`config.mk`:
```
export PLATFORM = sky130hd
export DESIGN_NAME = oets_ctrl
export DESIGN_NICKNAME = d
export VERILOG_FILES = /design/src/sv/oets_pkg.sv /design/src/sv/oets_ctrl.sv
export SDC_FILE = /design/constraint.sdc
export NUM_CORES = 1
export LEC_CHECK = 0
export ABC_AREA = 1
export BUFFER_PORTS_ARGS = -buffer_cell sky130_fd_sc_hd__buf_4
export CAP_MARGIN = 20
export CORE_ASPECT_RATIO = 1.75
export CORE_MARGIN = 2
export CORE_UTILIZATION = 55
export CTS_CLUSTER_DIAMETER = 80
export DETAILED_ROUTE_END_ITERATION = 12
export PLACE_DENSITY = 0.78
export RECOVER_POWER = 100
export SYNTH_ARGS = -nofsm -noshare
export SYNTH_HDL_FRONTEND = slang
export SYNTH_SLANG_ARGS = --single-unit
```
`constraint.sdc`:
```
create_clock -name i_clk -period 4.8 [get_ports i_clk]
set_input_delay 0.72 -clock i_clk [delete_from_list [all_inputs] [get_ports i_clk]]
set_output_delay 0.72 -clock i_clk [all_outputs]
set_load 0.02 [all_outputs]
```
`src/sv/oets_pkg.sv`:
```
`timescale 1ns / 1ps

package oets_pkg;

    localparam int DATA_W        = 32;
    localparam int MAX_ELEMS_DEF = 64;

    // Controller states, one-hot
    typedef enum logic [2:0] {
        S_LOAD = 3'b001,
        S_SORT = 3'b010,
        S_EMIT = 3'b100
    } t_state;

    // Commands from controller to datapath
    typedef struct packed {
        logic load;   // write incoming word at the fill index
        logic sort;   // run one compare-swap phase
        logic odd;    // phase parity: pairs (1,2),(3,4),...
        logic shift;  // pop head, move every cell down one
    } t_dp_cmd;

endpackage

```
`src/sv/oets_ctrl.sv`:
```
`timescale 1ns / 1ps

module oets_ctrl
    import oets_pkg::*;
#(
    parameter int MAX_ELEMS = MAX_ELEMS_DEF,
    parameter int CNT_W     = $clog2(MAX_ELEMS + 1)
) (
    input  logic             i_clk,
    input  logic             i_rst_n,
    input  logic             i_in_valid,
    input  logic             i_is_last,
    output logic             o_in_ready,
    output logic             o_out_valid,
    input  logic             i_out_ready,
    output logic             o_end_of_run,
    output logic             o_overflow,
    output t_dp_cmd          o_cmd,
    output logic [CNT_W-1:0] o_count
);

    localparam logic [CNT_W-1:0] MaxCnt = CNT_W'(MAX_ELEMS);
    localparam logic [CNT_W-1:0] One    = CNT_W'(1);

    t_state           r_state, n_state;
    logic [CNT_W-1:0] r_count, n_count;
    logic [CNT_W-1:0] r_phase, n_phase;
    logic             r_dropped, n_dropped;
    logic             in_acc;
    logic             out_acc;

    assign o_in_ready   = (r_state == S_LOAD);
    assign o_out_valid  = (r_state == S_EMIT);
    assign o_end_of_run = (r_count == One);
    assign o_overflow   = r_dropped;
    assign o_count      = r_count;

    assign in_acc  = i_in_valid && o_in_ready;
    assign out_acc = o_out_valid && i_out_ready;

    always_comb begin
        n_state     = r_state;
        n_count     = r_count;
        n_phase     = r_phase;
        n_dropped   = r_dropped;
        o_cmd       = '0;
        o_cmd.odd   = r_phase[0];
        case (r_state)
            S_LOAD: begin
                if (in_acc) begin
                    if (r_count < MaxCnt) begin
                        o_cmd.load = 1'b1;
                        n_count    = r_count + One;
                    end else begin
                        n_dropped = 1'b1;
                    end
                    if (i_is_last) begin
                        n_state = S_SORT;
                        n_phase = '0;
                    end
                end
            end
            S_SORT: begin
                o_cmd.sort = 1'b1;
                n_phase    = r_phase + One;
                // n phases for n elements
                if (r_phase == r_count - One) begin
                    n_state = S_EMIT;
                end
            end
            S_EMIT: begin
                if (out_acc) begin
                    o_cmd.shift = 1'b1;
                    n_count     = r_count - One;
                    if (r_count == One) begin
                        n_state   = S_LOAD;
                        n_dropped = 1'b0;
                    end
                end
            end
            default: begin
                n_state = S_LOAD;
            end
        endcase
    end

    always_ff @(posedge i_clk) begin
        if (!i_rst_n) begin
            r_state   <= S_LOAD;
            r_count   <= '0;
            r_phase   <= '0;
            r_dropped <= 1'b0;
        end else begin
            r_state   <= n_state;
            r_count   <= n_count;
            r_phase   <= n_phase;
            r_dropped <= n_dropped;
        end
    end

endmodule

```
== Word level (Yosys, flattened, before mapping) ==
Cells that the tools add are included.
Cells by class
  add/subtract/negate cells: 3
  order comparisons: 1
  equal/unequal tests: 12
  multiplexer cells: 24
  reductions and logical operators: 8
Operators by type and width (number)
  $mux W7: 5
  $pmux W7 S2: 2
  $mux W3: 5
  $add A7 B1 Y7 const B: 2
  $mux W1: 10
  $reduce_and A5 Y1: 2
  $pmux W3 S3: 1
  $ne A2 B1 Y1 const B: 4
  $eq A7 B1 Y1 const B: 1
  $eq A7 B7 Y1: 1
  $lt A7 B7 Y1 const B: 1
  $sub A7 B1 Y7 const B: 1
  $ne A2 B2 Y1 const B: 3
  $reduce_and A4 Y1: 1
  $reduce_bool A2 Y1: 2
  $eq A3 B1 Y1 const B: 1
  $eq A3 B2 Y1 const B: 1
  $eq A3 B3 Y1 const B: 1
  $reduce_and A3 Y1: 1
  $logic_and A1 B1 Y1: 2
  $pmux W1 S2: 1
Word-level totals
  register bits after elaboration: 18
  input bits: 5
  output and inout bits: 15
  word-level logic and storage cells: 52

== Longest topological paths before layout ==
  depth after elaboration: 4
  mapped depth: 14

== Worst setup path after synthesis ==
Ideal clock, no wire load.
  kind: reg2out
  start point: register r_state[0]
  end point: output port o_cmd[0] (netlist name)
  arrival: 1.309 ns
  required time: 4.080 ns
  setup slack: 2.771 ns
  stages on the path, launching flop included: 5
  path buffers: 1
  cell sequence: dfxtp_1 buf_2 nor3_4 inv_4 nor2_1
RTL lines
  from (decl): RTL line oets_ctrl.sv:25  | t_state r_state, n_state;
  from (signal assigned): RTL line oets_ctrl.sv:94  | r_state <= n_state;
  to (decl): RTL line oets_ctrl.sv:18  | output t_dp_cmd o_cmd,

==> qor.txt <==
status -> complete, no violations
initial core utilization -> 56.4%
cell family contributing the most delay on the critical path -> simple AND/OR/NAND/NOR gates
simple-gate portion of the synthesized area -> 38.2%
Slew @ Worst Pin -> 1.26 ns
sequential area share after synthesis -> 28.5%
PortBufs -> 19
Synth Area in Adders -> 3.95%
DIE AREA -> 2720 µm²
I/O pin cnt -> 20
Peak VDD IR -> 0.238 mV
mux contribution to synthesized area -> 0%
nets -> 231
CP cell instances -> inv_2 > nor3_1 > clkinvlp_2 > nor2_1 > buf_4
post-synth top area cell -> dfxtp_1
syn avg cell area -> 6.27 µm²
cell depth of the worst setup path -> 5
DRT iter0 DRCs -> 67
clock root buffer master -> clkbuf_8
Switch Pwr -> 222 µW
crit path max fanout -> 10
largest family of logic cells by synthesized area -> simple AND/OR/NAND/NOR gates
skew final -> 0.00295 ns
Comb pwr share -> 42.8%
hold path cells -> 2
Yosys reg bits -> 18
DP Worst Slack -> 2.82 ns
slowest stage delay, CP -> 0.95 ns
number of remaining DRC errors -> 0
die width -> 40.3 µm
relative slew slack -> 15.2%
Diodes inserted -> 0
DR vias/cell -> 5.33
Syn Inst Count -> 202
Peak Freq -> 0.289 GHz
crit path kind -> reg2out
period utilization -> 72.0%
worst path arrival time -> 2.74 ns
xor/xnor share of the synthesized area -> 3.46%
Cell Rows -> 23
commonest cells after routing, fill and taps aside -> 53 x nand2_1, 29 x inv_1, 22 x nor2_1, 18 x nand3_1, 18 x dfxtp_1
hold_buf cts -> 0
initial antenna violation count -> 0
Syn Nets -> 211
setup_tns -> 0 ns
CTS Buf Count -> 3
sw frac -> 43.7%
first-pass GRT wire length -> 4920 µm
CTS Buffer Depth -> 2
Startpoint Class -> register
clock sink total -> 18
Final Hold Fails -> 0
Skew-Pair Late Insertion Delay -> 0.26 ns
placed cell area -> 1420 µm²
Die Ht -> 67.5 µm
# resized after CTS -> 0
Lkg Pwr -> 0.619 nW
sequential power share -> 36.0%
Tmin final -> 3.46 ns
vias in the first global route -> 1182
Cell Pwr Density -> 372 nW/µm²
Final Setup Violations -> 0
final wirelength -> 3040 µm
routed len/inst -> 12.4 µm
grt total ovfl -> 0
1st-pass router iterations -> 5
worst r2r path cells -> 7
Mapped Area -> 1270 µm²
area share of the largest cell type after synthesis -> 28.5%
Slowest cell on crit path -> nor3_1
Vias -> 1305
H-tree Lvls -> 1
Worst EP required -> 4.08 ns
synth top area cells -> dfxtp_1 28%, nand2_1 16%, inv_1 8.6%
Final ANT Viol Nets -> 0
hpwl dp -> 2350 µm
CTS tree -> yes
Max Cap Violations -> 0
Compound-Gate Fraction of Synth Area -> 14.6%
core area -> 2240 µm²
postcts setup bufs -> 0
CP endpoint kind -> primary output
worst hold-check path type -> reg2reg
Post-Layout Inst Area -> 1370 µm²
commonest non-fill, non-tap cell in the layout -> nand2_1
final setup margin -> 1.34 ns
synthesis-to-finish area growth -> 7.91%
clock-pin slew on the worst setup and hold paths -> 0.07 ns
Yosys warning total -> 0
CP bufs+invs -> 3
setup repair after global routing missed its margin -> no
Pint -> 286 µW
pin count of the biggest net entering global routing -> 13
synth unique cells -> 26
GRT Util Overall -> 25.7%
RD Place Congestion -> 0.923
clock group share of total power -> 21.3%
Slew Viols, Final -> 0
layout cells sized above 1 -> 5.00%
==> power by group through the flow <==
stage / registers (mW) / logic, mW / clock network, mW
finish: 0.183 / 0.217 / 0.108
global route: 0.185 / 0.249 / 0.115
CTS: 0.185 / 0.238 / 0.108
detailed placement: 0.189 / 0.236 / 0
global placement: 0.187 / 0.232 / 0
floorplan: 0.189 / 0.172 / 0
==> area by class of cell <==
| class | count | area (µm²) |
|---|---|---|
| Multi-Input combinational cell | 149 | 726 |
| Fill cell | 234 | 878 |
| Timing Repair Buffer | 19 | 90.1 |
| Inverter | 31 | 118 |
| Tap cell | 25 | 31.3 |
| Clock buffer | 3 | 41.3 |
| Sequential cell | 18 | 360 |
==> routing by layer <==
layer  global-route usage (%)  wire (µm)
met1                     29.7       1300
met5                        0          0
met2                     44.2       1550
met3                     4.28        117
met4                     10.8         73
==> logic make-up (layout without fill, tap and decap cells) <==
family | after synthesis | after routing
adders and majority gates | 4 | 4
buffers and inverters | 35 | 53
AOI/OAI and AO/OA | 33 | 33
DFF | 18 | 18
xor gates and xnor gates | 5 | 5
and+or+nand+nor | 107 | 107
==> through the flow <==
stage	std cells	util [%]	hold WS [ns]	total power, mW
floorplan	202	-	0.481	0.361
global placement	242	63.1	0.434	0.419
detailed placement	242	63.1	0.435	0.425
CTS	245	64.9	0.445	0.531
global route	245	60.9	0.497	0.549
finish	245	60.9	0.442	0.508
==> cell usage after synthesis <==
| master | n |
|---|---|
| a21oi_1 | 16 |
| nand2_1 | 53 |
| o21ai_2 | 1 |
| o21ai_1 | 2 |
| xnor2_1 | 2 |
| buf_4 | 2 |
| nor3b_1 | 2 |
| nand4_1 | 3 |
| a21oi_4 | 1 |
| ha_1 | 4 |
| o31ai_1 | 2 |
| clkbuf_1 | 1 |
| inv_1 | 29 |
| nor2_1 | 22 |
| dfxtp_1 | 18 |
| nand3_2 | 1 |
| nor3_1 | 3 |
| inv_2 | 1 |
| buf_2 | 1 |
| nand3_1 | 18 |
| and2_1 | 1 |
| nand3b_1 | 2 |
| nor3_4 | 2 |
| xor2_1 | 3 |
| o21ai_0 | 11 |
| inv_4 | 1 |
==> tightest hold or removal path, cell delays in order (launching register included) <==
cell     delay, ns
dfxtp_1       0.31
inv_1         0.04
a21oi_1       0.05
==> state kept, by name, indices dropped and copies added, names as in the netlist <==
name,cells
r_state,3
o_count,7
o_overflow,1
r_phase,7
==> worst paths after layout <==
| check | startpoint | endpoint | slack [ns] |
|---|---|---|---|
| max | r_state[2] | o_cmd[0] | 1.34 |
| min | o_overflow | o_overflow | 0.44 |
| max reg2reg | r_state[2] | o_count[6] | 1.46 |
| min reg2reg | o_overflow | o_overflow | 0.44 |
(Power assumes the default switching activity.)
